### src/design/sbvl_pkg.sv
`default_nettype none

package sbvl_pkg;

  localparam int unsigned MaxJoints     = 16;
  localparam int unsigned MaxDims       = 4;
  localparam int unsigned CoordBits     = 20;
  localparam int unsigned LossBits      = 63;
  localparam int unsigned SumBits       = 64;
  localparam int unsigned CountBits     = 32;
  localparam int unsigned CfgDimsBits   = 3;
  localparam int unsigned CfgJointsBits = 5;
  localparam int unsigned ApbAddrBits   = 3;
  localparam int unsigned ApbDataBits   = 32;

  // register index, taken from paddr[2]
  localparam logic RegCoordDims  = 1'b0;
  localparam logic RegJointCount = 1'b1;

  localparam logic [CfgDimsBits-1:0]   DimsReset   = 3'd3;
  localparam logic [CfgJointsBits-1:0] JointsReset = 5'd16;

  // parent of each joint; never larger than the joint itself
  localparam logic [3:0] ParentOf [16] = '{
    4'd0, 4'd0, 4'd1, 4'd2, 4'd0, 4'd4, 4'd5, 4'd0,
    4'd7, 4'd8, 4'd8, 4'd10, 4'd11, 4'd8, 4'd13, 4'd14
  };

  typedef struct packed {
    logic capture;
    logic diff_en;
    logic sq_en;
    logic acc_en;
    logic div_start;
    logic div_step;
    logic out_load;
  } sbvl_cmd_t;

  typedef struct packed {
    logic batch_end;
    logic div_last;
  } sbvl_stat_t;

endpackage

`default_nettype wire

### src/design/sbvl_in_if.sv
`default_nettype none

interface sbvl_in_if
  import sbvl_pkg::*;
#(
  parameter int unsigned COORD_BITS = CoordBits
) ();

  logic                         valid;
  logic                         ready;
  logic signed [COORD_BITS-1:0] pred_coord;
  logic signed [COORD_BITS-1:0] target_coord;
  logic                         batch_end;

  modport source (output valid, pred_coord, target_coord, batch_end, input ready);
  modport sink   (input valid, pred_coord, target_coord, batch_end, output ready);

endinterface

`default_nettype wire

### src/design/sbvl_out_if.sv
`default_nettype none

interface sbvl_out_if
  import sbvl_pkg::*;
#(
  parameter int unsigned COORD_BITS = CoordBits
) ();

  logic                         valid;
  logic                         ready;
  logic signed [COORD_BITS+1:0] bone_diff;
  logic                         loss_valid;
  logic [LossBits-1:0]          loss;

  modport source (output valid, bone_diff, loss_valid, loss, input ready);
  modport sink   (input valid, bone_diff, loss_valid, loss, output ready);

endinterface

`default_nettype wire

### src/design/sbvl_ctrl.sv
`default_nettype none

module sbvl_ctrl
  import sbvl_pkg::*;
(
  input  wire logic       clk_i,
  input  wire logic       rst_ni,
  input  wire logic       in_valid_i,
  output logic            in_ready_o,
  input  wire logic       out_ready_i,
  output logic            out_valid_o,
  input  wire sbvl_stat_t stat_i,
  output sbvl_cmd_t       cmd_o
);

  localparam logic [2:0] S_IDLE = 3'd0;
  localparam logic [2:0] S_DIFF = 3'd1;
  localparam logic [2:0] S_SQR  = 3'd2;
  localparam logic [2:0] S_ACC  = 3'd3;
  localparam logic [2:0] S_DIV  = 3'd4;
  localparam logic [2:0] S_OUT  = 3'd5;

  logic [2:0] state_q, state_d;
  logic       out_valid_q, out_valid_d;
  logic       out_free;

  assign out_free    = !out_valid_q || out_ready_i;
  assign in_ready_o  = (state_q == S_IDLE);
  assign out_valid_o = out_valid_q;

  always_comb begin
    cmd_o   = '0;
    state_d = state_q;
    case (state_q)
      S_IDLE: begin
        if (in_valid_i) begin
          cmd_o.capture = 1'b1;
          state_d       = S_DIFF;
        end
      end
      S_DIFF: begin
        cmd_o.diff_en = 1'b1;
        state_d       = S_SQR;
      end
      S_SQR: begin
        cmd_o.sq_en = 1'b1;
        state_d     = S_ACC;
      end
      S_ACC: begin
        cmd_o.acc_en = 1'b1;
        if (stat_i.batch_end) begin
          cmd_o.div_start = 1'b1;
          state_d         = S_DIV;
        end else begin
          state_d = S_OUT;
        end
      end
      S_DIV: begin
        cmd_o.div_step = 1'b1;
        if (stat_i.div_last) begin
          state_d = S_OUT;
        end
      end
      S_OUT: begin
        if (out_free) begin
          cmd_o.out_load = 1'b1;
          state_d        = S_IDLE;
        end
      end
      default: begin
        state_d = S_IDLE;
      end
    endcase
  end

  always_comb begin
    if (cmd_o.out_load) begin
      out_valid_d = 1'b1;
    end else if (out_ready_i) begin
      out_valid_d = 1'b0;
    end else begin
      out_valid_d = out_valid_q;
    end
  end

  always_ff @(posedge clk_i or negedge rst_ni) begin
    if (!rst_ni) begin
      state_q     <= S_IDLE;
      out_valid_q <= 1'b0;
    end else begin
      state_q     <= state_d;
      out_valid_q <= out_valid_d;
    end
  end

endmodule

`default_nettype wire

### src/design/sbvl_dpath.sv
`default_nettype none

module sbvl_dpath
  import sbvl_pkg::*;
#(
  parameter int unsigned MAX_JOINTS = MaxJoints,
  parameter int unsigned MAX_DIMS   = MaxDims,
  parameter int unsigned COORD_BITS = CoordBits
) (
  input  wire logic                         clk_i,
  input  wire logic                         rst_ni,
  input  wire sbvl_cmd_t                    cmd_i,
  output sbvl_stat_t                        stat_o,
  input  wire logic signed [COORD_BITS-1:0] pred_coord_i,
  input  wire logic signed [COORD_BITS-1:0] target_coord_i,
  input  wire logic                         batch_end_i,
  input  wire logic [CfgDimsBits-1:0]       dims_i,
  input  wire logic [CfgJointsBits-1:0]     joints_i,
  output logic signed [COORD_BITS+1:0]      bone_diff_o,
  output logic                              loss_valid_o,
  output logic [LossBits-1:0]               loss_o
);

  localparam int unsigned Depth   = MAX_JOINTS * MAX_DIMS;
  localparam int unsigned AddrW   = (Depth > 1) ? $clog2(Depth) : 1;
  localparam int unsigned JointW  = (MAX_JOINTS > 1) ? $clog2(MAX_JOINTS) : 1;
  localparam int unsigned DimW    = (MAX_DIMS > 1) ? $clog2(MAX_DIMS) : 1;
  localparam int unsigned DiffW   = COORD_BITS + 2;
  localparam int unsigned SqW     = 2 * DiffW;
  localparam int unsigned AccW    = ((SqW > SumBits) ? SqW : SumBits) + 1;
  localparam int unsigned DivW    = CountBits + 1;
  localparam int unsigned DivCntW = $clog2(SumBits);

  // pose store: {pred, target} per joint coordinate
  logic [2*COORD_BITS-1:0] mem_q [Depth];
  logic [2*COORD_BITS-1:0] rd_q;

  logic [JointW-1:0]           joint_idx_q, joint_idx_d;
  logic [DimW-1:0]             coord_idx_q, coord_idx_d;
  logic [SumBits-1:0]          sum_q, sum_d;
  logic [CountBits-1:0]        count_q, count_d;
  logic                        end_q;
  logic [DivCntW-1:0]          div_cnt_q;

  logic signed [COORD_BITS-1:0] pc_q, tc_q;
  logic                         root_q;
  logic signed [DiffW-1:0]      diff_q;
  logic signed [SqW-1:0]        sq_q;
  logic [SumBits-1:0]           dq_q;
  logic [DivW-1:0]              rem_q;
  logic [DivW-1:0]              divisor_q;

  logic [AddrW-1:0]  waddr, raddr;
  logic [3:0]        parent_raw;
  logic [JointW-1:0] parent;

  always_comb begin
    parent_raw = ParentOf[4'(joint_idx_q)];
    if (5'(parent_raw) >= 5'(MAX_JOINTS)) begin
      parent = joint_idx_q;
    end else begin
      parent = JointW'(parent_raw);
    end
    waddr = AddrW'(32'(joint_idx_q) * 32'(MAX_DIMS) + 32'(coord_idx_q));
    raddr = AddrW'(32'(parent) * 32'(MAX_DIMS) + 32'(coord_idx_q));
  end

  always_ff @(posedge clk_i) begin
    if (cmd_i.capture) begin
      mem_q[waddr] <= {pred_coord_i, target_coord_i};
      rd_q         <= mem_q[raddr];
    end
  end

  // difference of bones; the root's bone is zero in both poses
  logic signed [COORD_BITS-1:0] rp, rt;
  logic signed [DiffW-1:0]      diff_c;

  assign rp     = $signed(rd_q[2*COORD_BITS-1:COORD_BITS]);
  assign rt     = $signed(rd_q[COORD_BITS-1:0]);
  assign diff_c = (DiffW'(rp) - DiffW'(pc_q)) - (DiffW'(rt) - DiffW'(tc_q));

  always_ff @(posedge clk_i) begin
    if (cmd_i.capture) begin
      pc_q   <= pred_coord_i;
      tc_q   <= target_coord_i;
      root_q <= (parent == joint_idx_q);
    end
    if (cmd_i.diff_en) begin
      diff_q <= root_q ? '0 : diff_c;
    end
    if (cmd_i.sq_en) begin
      sq_q <= SqW'(diff_q) * SqW'(diff_q);
    end
  end

  // saturating accumulate and index bookkeeping
  logic [AccW-1:0]      acc_ext;
  logic [SumBits-1:0]   sum_sat;
  logic [CountBits-1:0] count_inc;
  logic                 last_coord, last_joint;

  always_comb begin
    acc_ext    = AccW'(sum_q) + AccW'($unsigned(sq_q));
    sum_sat    = (acc_ext[AccW-1:SumBits] != '0) ? '1 : acc_ext[SumBits-1:0];
    count_inc  = (count_q == '1) ? count_q : count_q + 1'b1;
    last_coord = (8'(coord_idx_q) + 8'd1) >= 8'(dims_i);
    last_joint = (8'(joint_idx_q) + 8'd1) >= 8'(joints_i);

    joint_idx_d = joint_idx_q;
    coord_idx_d = coord_idx_q;
    sum_d       = sum_q;
    count_d     = count_q;
    if (cmd_i.acc_en) begin
      if (end_q) begin
        joint_idx_d = '0;
        coord_idx_d = '0;
        sum_d       = '0;
        count_d     = '0;
      end else begin
        sum_d = sum_sat;
        if (last_coord) begin
          coord_idx_d = '0;
          if (last_joint) begin
            joint_idx_d = '0;
            count_d     = count_inc;
          end else begin
            joint_idx_d = JointW'(32'(joint_idx_q) + 32'd1);
          end
        end else begin
          coord_idx_d = DimW'(32'(coord_idx_q) + 32'd1);
        end
      end
    end
  end

  always_ff @(posedge clk_i or negedge rst_ni) begin
    if (!rst_ni) begin
      joint_idx_q <= '0;
      coord_idx_q <= '0;
      sum_q       <= '0;
      count_q     <= '0;
      end_q       <= 1'b0;
      div_cnt_q   <= '0;
    end else begin
      joint_idx_q <= joint_idx_d;
      coord_idx_q <= coord_idx_d;
      sum_q       <= sum_d;
      count_q     <= count_d;
      if (cmd_i.capture) begin
        end_q <= batch_end_i;
      end
      if (cmd_i.div_start) begin
        div_cnt_q <= '0;
      end else if (cmd_i.div_step) begin
        div_cnt_q <= div_cnt_q + 1'b1;
      end
    end
  end

  // restoring divider, one quotient bit per cycle; quotient shifts into dq_q
  logic [DivW:0]    rem_shift;
  logic             rem_ge;
  logic [DivW-1:0]  rem_next;

  always_comb begin
    rem_shift = {rem_q, dq_q[SumBits-1]};
    rem_ge    = rem_shift >= {1'b0, divisor_q};
    rem_next  = rem_ge ? DivW'(rem_shift - {1'b0, divisor_q}) : rem_shift[DivW-1:0];
  end

  always_ff @(posedge clk_i) begin
    if (cmd_i.div_start) begin
      dq_q      <= sum_sat;
      rem_q     <= '0;
      divisor_q <= {count_inc, 1'b0};
    end else if (cmd_i.div_step) begin
      dq_q  <= {dq_q[SumBits-2:0], rem_ge};
      rem_q <= rem_next;
    end
  end

  assign stat_o.batch_end = end_q;
  assign stat_o.div_last  = (div_cnt_q == DivCntW'(SumBits - 1));

  always_ff @(posedge clk_i) begin
    if (cmd_i.out_load) begin
      bone_diff_o  <= diff_q;
      loss_valid_o <= end_q;
      loss_o       <= end_q ? dq_q[LossBits-1:0] : '0;
    end
  end

endmodule

`default_nettype wire

### src/design/skeleton_bone_vector_loss.sv
// A result passes through the difference, square and accumulate states into the
// output register; a batch-end transaction also runs the serial divider first.
// One transaction at a time: intake reopens only once the output register is loaded.
// Reset (rst_ni, asynchronous, active low) clears indices, sum, sample count and
// handshake state, and sets coord_dims to 3 and joint_count to 16; the pose
// store holds no valid data until written.
`default_nettype none

module skeleton_bone_vector_loss
  import sbvl_pkg::*;
#(
  parameter int unsigned MAX_JOINTS = MaxJoints,
  parameter int unsigned MAX_DIMS   = MaxDims,
  parameter int unsigned COORD_BITS = CoordBits
) (
  input  wire logic                   clk_i,
  input  wire logic                   rst_ni,
  sbvl_in_if.sink                     in_i,
  sbvl_out_if.source                  out_o,
  input  wire logic                   psel,
  input  wire logic                   penable,
  input  wire logic                   pwrite,
  input  wire logic [ApbAddrBits-1:0] paddr,
  input  wire logic [ApbDataBits-1:0] pwdata,
  output logic [ApbDataBits-1:0]      prdata,
  output logic                        pready
);

  logic [CfgDimsBits-1:0]   cfg_dims_q;
  logic [CfgJointsBits-1:0] cfg_joints_q;
  logic [CfgDimsBits-1:0]   dims_eff;
  logic [CfgJointsBits-1:0] joints_eff;
  logic                     cfg_wr;

  assign pready = 1'b1;
  assign cfg_wr = psel && penable && pwrite;

  always_ff @(posedge clk_i or negedge rst_ni) begin
    if (!rst_ni) begin
      cfg_dims_q   <= DimsReset;
      cfg_joints_q <= JointsReset;
    end else if (cfg_wr) begin
      if (paddr[2] == RegCoordDims) begin
        cfg_dims_q <= pwdata[CfgDimsBits-1:0];
      end else begin
        cfg_joints_q <= pwdata[CfgJointsBits-1:0];
      end
    end
  end

  assign prdata = (paddr[2] == RegJointCount) ? ApbDataBits'(cfg_joints_q)
                                              : ApbDataBits'(cfg_dims_q);

  // out-of-range settings clamp into 1..MAX
  always_comb begin
    if (cfg_dims_q == '0) begin
      dims_eff = CfgDimsBits'(1);
    end else if (32'(cfg_dims_q) > MAX_DIMS) begin
      dims_eff = CfgDimsBits'(MAX_DIMS);
    end else begin
      dims_eff = cfg_dims_q;
    end
    if (cfg_joints_q == '0) begin
      joints_eff = CfgJointsBits'(1);
    end else if (32'(cfg_joints_q) > MAX_JOINTS) begin
      joints_eff = CfgJointsBits'(MAX_JOINTS);
    end else begin
      joints_eff = cfg_joints_q;
    end
  end

  sbvl_cmd_t  cmd;
  sbvl_stat_t stat;

  sbvl_ctrl u_ctrl (
    .clk_i       (clk_i),
    .rst_ni      (rst_ni),
    .in_valid_i  (in_i.valid),
    .in_ready_o  (in_i.ready),
    .out_ready_i (out_o.ready),
    .out_valid_o (out_o.valid),
    .stat_i      (stat),
    .cmd_o       (cmd)
  );

  sbvl_dpath #(
    .MAX_JOINTS (MAX_JOINTS),
    .MAX_DIMS   (MAX_DIMS),
    .COORD_BITS (COORD_BITS)
  ) u_dpath (
    .clk_i          (clk_i),
    .rst_ni         (rst_ni),
    .cmd_i          (cmd),
    .stat_o         (stat),
    .pred_coord_i   (in_i.pred_coord),
    .target_coord_i (in_i.target_coord),
    .batch_end_i    (in_i.batch_end),
    .dims_i         (dims_eff),
    .joints_i       (joints_eff),
    .bone_diff_o    (out_o.bone_diff),
    .loss_valid_o   (out_o.loss_valid),
    .loss_o         (out_o.loss)
  );

endmodule

`default_nettype wire

### src/flat_wrapper.sv
// flat-port wrapper written by rule: the top's interface ports become plain ports
module skeleton_bone_vector_loss_flat import sbvl_pkg::*;
#(
  parameter int unsigned MAX_JOINTS = MaxJoints,
  parameter int unsigned MAX_DIMS   = MaxDims,
  parameter int unsigned COORD_BITS = CoordBits
)
  (clk_i, rst_ni, psel, penable, pwrite, paddr, pwdata, prdata, pready, in_i_valid, in_i_pred_coord, in_i_target_coord, in_i_batch_end, in_i_ready, out_o_valid, out_o_bone_diff, out_o_loss_valid, out_o_loss, out_o_ready);
  sbvl_in_if #(.COORD_BITS(COORD_BITS)) in_i_i ();
  sbvl_out_if #(.COORD_BITS(COORD_BITS)) out_o_i ();
  input  wire logic clk_i;
  input  wire logic rst_ni;
  input  wire logic psel;
  input  wire logic penable;
  input  wire logic pwrite;
  input  wire logic [ApbAddrBits-1:0] paddr;
  input  wire logic [ApbDataBits-1:0] pwdata;
  output logic [ApbDataBits-1:0] prdata;
  output logic pready;
  input wire logic [$bits(in_i_i.valid)-1:0] in_i_valid;
  input wire logic [$bits(in_i_i.pred_coord)-1:0] in_i_pred_coord;
  input wire logic [$bits(in_i_i.target_coord)-1:0] in_i_target_coord;
  input wire logic [$bits(in_i_i.batch_end)-1:0] in_i_batch_end;
  output wire logic [$bits(in_i_i.ready)-1:0] in_i_ready;
  output wire logic [$bits(out_o_i.valid)-1:0] out_o_valid;
  output wire logic [$bits(out_o_i.bone_diff)-1:0] out_o_bone_diff;
  output wire logic [$bits(out_o_i.loss_valid)-1:0] out_o_loss_valid;
  output wire logic [$bits(out_o_i.loss)-1:0] out_o_loss;
  input wire logic [$bits(out_o_i.ready)-1:0] out_o_ready;
  assign in_i_i.valid = in_i_valid;
  assign in_i_i.pred_coord = in_i_pred_coord;
  assign in_i_i.target_coord = in_i_target_coord;
  assign in_i_i.batch_end = in_i_batch_end;
  assign in_i_ready = in_i_i.ready;
  assign out_o_valid = out_o_i.valid;
  assign out_o_bone_diff = out_o_i.bone_diff;
  assign out_o_loss_valid = out_o_i.loss_valid;
  assign out_o_loss = out_o_i.loss;
  assign out_o_i.ready = out_o_ready;
  skeleton_bone_vector_loss #(.MAX_JOINTS(MAX_JOINTS), .MAX_DIMS(MAX_DIMS), .COORD_BITS(COORD_BITS)) u_core (.clk_i(clk_i), .rst_ni(rst_ni), .in_i(in_i_i), .out_o(out_o_i), .psel(psel), .penable(penable), .pwrite(pwrite), .paddr(paddr), .pwdata(pwdata), .prdata(prdata), .pready(pready));
endmodule
### config.mk
export PLATFORM = sky130hd
export DESIGN_NAME = skeleton_bone_vector_loss_flat
export DESIGN_NICKNAME = d
export VERILOG_FILES = /design/src/design/sbvl_pkg.sv /design/src/design/sbvl_in_if.sv /design/src/design/sbvl_out_if.sv /design/src/design/sbvl_ctrl.sv /design/src/design/sbvl_dpath.sv /design/src/design/skeleton_bone_vector_loss.sv /design/src/flat_wrapper.sv
export SDC_FILE = /design/constraint.sdc
export NUM_CORES = 2
export LEC_CHECK = 0
export BUFFER_PORTS_ARGS = -buffer_cell sky130_fd_sc_hd__buf_2
export CORE_ASPECT_RATIO = 0.5
export CORE_UTILIZATION = 48
export CTS_CLUSTER_SIZE = 28
export DETAILED_ROUTE_END_ITERATION = 6
export PLACE_DENSITY = 0.7
export SYNTH_ARGS = -nofsm -noshare
export SYNTH_HDL_FRONTEND = slang
export SYNTH_SLANG_ARGS = --single-unit
### constraint.sdc
create_clock -name clk_i -period 20.2 [get_ports clk_i]
set_clock_uncertainty 0.05 [all_clocks]
set_input_delay 2.02 -clock clk_i [delete_from_list [all_inputs] [get_ports clk_i]]
set_output_delay 2.02 -clock clk_i [all_outputs]
set_load 0.005 [all_outputs]
==> impl_metrics.toml <==
[sta]
layout_min_cycle_time_ns = 8.11
final_max_slew_viol_count = 0
max_slew_margin_pct = 0.769
period_share_pct = 40.1
fmax_mhz = 123
hold_ws_ns = 0.422
fin_setup_tns_ns = 0
setup_viol = 0
worst_pin_slew_ns = 1.48
rsz0062_at_grt = "false"
final_hold_viol_count = 0

[clocking]
h-tree-depth = 5
cts_root_buf = "clkbuf_16"
tritoncts = "yes"
cts_hold_buf = 0
cts_inserted_buffers = 280
cts.repair.resized = 0
cts_sinks = 3042
cts_setup_buffers = 0
cts.clk_slew.worst_paths_ns = 0.06
clk_path_buf_depth = 4
insertion_delay_ns = 0.86

[placement]
placed_cell_area_um2 = 145000
portBuffers = 146
gp_congestion = 0.862
dp_hpwl_um = 187000
dp.cells = 12300

[grt]
grt_pass1_vias = 76500
grt_pass1_wl_um = 489000
grtUsageMet3_pct = 4.01
grtUsageMet2_pct = 35.9
met1_usage_pct = 31.8
antenna_found_initial = 10
grt_max_degree = 120
grt_busiest_layer = "met2"
grtUsageTotal_pct = 22.3
gr-total-overflow = 0

[setup_path]
critPathMaxStageDelay_ns = 0.91
path_buf_inv = 7
cp_slowest_cell = "fa_1"
r2r.worst_path.cells = 24
criticalPathCategory = "reg -> reg"
path_max_fanout = 44
crit_path_frequent_cell = "fa_1"
startpoint_type = "flip-flop"
reg2reg_from = "u_core.u_dpath.diff_q[21]$_SDFFCE_PP0P_"
arrival_ns = 8.61
worstSetupEndpointType = "flip-flop"
reg2reg_to = "u_core.u_dpath.sq_q[42]$_DFFE_PP_"
cp.required_ns = 20.70
worstPathCellList = "buf_4, and2_1, fa_1, inv_1, fa_1, inv_1, fa_1, inv_1, fa_1, inv_1, fa_1, fa_1, inv_1, fa_1, inv_1, ha_1, and3_1, a221oi_1, o21a_1, o21ai_1, a211oi_1, nor2_1, a221oi_1, xnor2_1"
path_delay_family = "adder cells"
reg2reg_slack_ns = 12.09

[run_status]
violations = "capacitance limit"
status = "complete, but fails checks"

[routing]
ant_nets = 0
routed_wl_um = 330000
drt-vias-per-instance = 5.90
wl_per_cell_um = 25.8
drt_iter0_drc = 8479
vias = 75700
dr.pass1.iters = 5
drc = 0

[floorplanning]
io_pins = 204
coreArea_um2 = 288000
fp.dieArea_um2 = 293000
initial_utilization_pct = 48.5
die_h_um = 383
rows = 139
die_w_um = 765

[finish]
area_delta_synth_final_pct = 10.4
layout.cells.non_filler = 12800
final_layout_size_suffix_gt1_share_pct = 16.5
fin_nets = 9561
multiInputGateArea_um2 = 45300
fin_area_um2 = 154000
fin_util_pct = 53.5
register_area_um2 = 90400
nFillCells = 22500

[synthesis]
ys_warn_count = 0
async_flop_share_pct = 3.98
ys_seq_area_share_pct = 64.8
avgSynthCellArea_um2 = 16.3
synth-seq-cells = 3042
syn_area_um2 = 140000
synth_edf_count = 2888
yosysUniqueCellTypes = 85
synth_largest_area_cell = "edfxtp_1"
yosysTopAreaCellShare_pct = 62.1
ys_top_cells_by_area = "edfxtp_1, mux4_2, fa_1"
synth_top_flop_cell = "edfxtp_1"
synth_cells = 8560

[pwr]
p_leak_uw = 0.0531
p_int_uw = 9750
p_comb_share_pct = 0.9
switchingPower_uw = 2410
seqPwrFrac_pct = 56.7
p_per_area_nw_per_um2 = 79.0
pwr-share-clk_pct = 42.4
swShare_pct = 19.8
ir_worst_vdd_uv = 59.8

[min_path]
min-delay-path-class = "reg -> reg"
hold_end = "u_core.u_dpath.rem_q[3]$_SDFFE_PP0P_"
min_delay_path_depth = 2
worstHoldStart = "u_core.u_dpath.rem_q[3]$_SDFFE_PP0P_"

[flow_run]
maxCapViolCount = 2
## cells in the mapped netlist (59+ instances only)
| master | number |
|---|---|
| xnor2_1 | 109 |
| a31oi_1 | 117 |
| a21oi_1 | 255 |
| a211oi_1 | 215 |
| a21o_1 | 71 |
| nand3_1 | 59 |
| fa_1 | 501 |
| nand2_1 | 737 |
| inv_1 | 693 |
| nor2_1 | 256 |
| ha_1 | 257 |
| mux4_2 | 640 |
| and2_1 | 314 |
| edfxtp_1 | 2888 |
| a311oi_1 | 85 |
| buf_1 | 80 |
| clkbuf_1 | 314 |
| xor2_1 | 66 |
| dfrtp_1 | 118 |
| o21ai_0 | 195 |
## layout by cell type, fill, tap and decap left out, types with 15 or more instances in the layout
cell type	n
a211oi_1	213
a21o_1	70
a21oi_1	254
a311oi_1	85
a31oi_1	117
and2_1	314
and3_1	41
buf_2	145
buf_4	156
bufinv_16	17
clkbuf_1	64
clkbuf_16	285
clkinv_1	56
clkinv_2	42
conb_1	28
dfrtp_1	115
dfxtp_1	33
edfxtp_1	2888
fa_1	501
ha_1	257
inv_1	691
mux2i_1	35
mux4_2	640
nand2_1	736
nand2b_1	27
nand3_1	59
nand4_1	31
nor2_1	188
nor2_4	67
nor2b_1	35
nor3_1	47
o21a_1	32
o21ai_0	195
o21ai_1	30
o21bai_1	15
o31ai_1	18
xnor2_1	109
xor2_1	66
## registers in the layout, summed over array words and instances, names as in the netlist, 2 cells and up
register / cells
u_core.u_dpath.mem_q: 2560
u_core.u_dpath.dq_q: 64
u_core.u_dpath.sum_q: 64
u_core.u_dpath.loss_o: 63
u_core.u_dpath.sq_q: 43
u_core.u_dpath.rd_q: 40
u_core.u_dpath.rem_q: 33
u_core.u_dpath.count_q: 32
u_core.u_dpath.divisor_q: 32
u_core.u_dpath.bone_diff_o: 22
u_core.u_dpath.diff_q: 22
u_core.u_dpath.pc_q: 20
u_core.u_dpath.tc_q: 20
u_core.u_dpath.div_cnt_q: 6
u_core.cfg_joints_q: 5
u_core.u_dpath.joint_idx_q: 4
u_core.cfg_dims_q: 3
u_core.u_ctrl.state_q: 3
u_core.u_dpath.coord_idx_q: 2
## kinds of logic after synthesis
kind of cell    share of synthesized area (%)
flops                                    64.8
compound gates                           5.28
mux                                      10.7
simple gates                             5.39
xor+xnor                                 1.10
other cells                           0.00538
buf+inv                                  3.25
fa+ha+maj                                9.49
## through the flow
stage / worst slack, ns / power, µW
final: 12.09 / 12200
after global placement: 12.17 / 7140
after detailed placement: 12.12 / 7140
after global routing: 11.69 / 12500
after CTS: 12.12 / 12200
after floorplan: 12.93 / 7050
## worst max path at each step
stage	startpoint	endpoint	slack [ns]	depth (start not counted)
after global placement	u_core.u_dpath.diff_q[21]$_SDFFCE_PP0P_	u_core.u_dpath.sq_q[42]$_DFFE_PP_	12.17	24
after detailed placement	u_core.u_dpath.diff_q[21]$_SDFFCE_PP0P_	u_core.u_dpath.sq_q[42]$_DFFE_PP_	12.12	24
final	u_core.u_dpath.diff_q[21]$_SDFFCE_PP0P_	u_core.u_dpath.sq_q[42]$_DFFE_PP_	12.09	24
after global routing	u_core.u_dpath.diff_q[21]$_SDFFCE_PP0P_	u_core.u_dpath.sq_q[42]$_DFFE_PP_	11.69	24
after floorplan	u_core.u_dpath.diff_q[21]$_SDFFCE_PP0P_	u_core.u_dpath.sq_q[42]$_DFFE_PP_	12.93	24
after CTS	u_core.u_dpath.diff_q[21]$_SDFFCE_PP0P_	u_core.u_dpath.sq_q[42]$_DFFE_PP_	12.12	24
## tightest hold or removal path, cell delays in order (launching register included)
cell and delay (ns):
dfxtp_1 0.33, nand2_1 0.05, o21ai_1 0.05
## power groups by stage
stage / Sequential (µW) / Combinational, µW / Clock, µW
after global placement: 7030 / 106 / 0
after CTS: 6890 / 112 / 5240
after detailed placement: 7030 / 112 / 0
after global routing: 6890 / 122 / 5460
after floorplan: 7030 / 16.4 / 0
final: 6900 / 113 / 5160
## metal layers
metal | vias up | routed length, µm
li1 | 32500 | -
met1 | 39400 | 137000
met2 | 3231 | 156000
met3 | 504 | 28600
met4 | 0 | 8600
met5 | - | 0
## area by class of cell
class | instances | area share (%)
Sequential cell | 3042 | 58.7
Multi-Input combinational cell | 4389 | 29.4
Clock buffer | 354 | 4.83
Tap cell | 3877 | 3.15
Inverter | 694 | 1.69
Timing Repair Buffer | 313 | 1.38
Clock inverter | 147 | 0.821
Antenna cell | 3 | 0.00487
No activity file was read; power rests on OpenSTA's default activity.
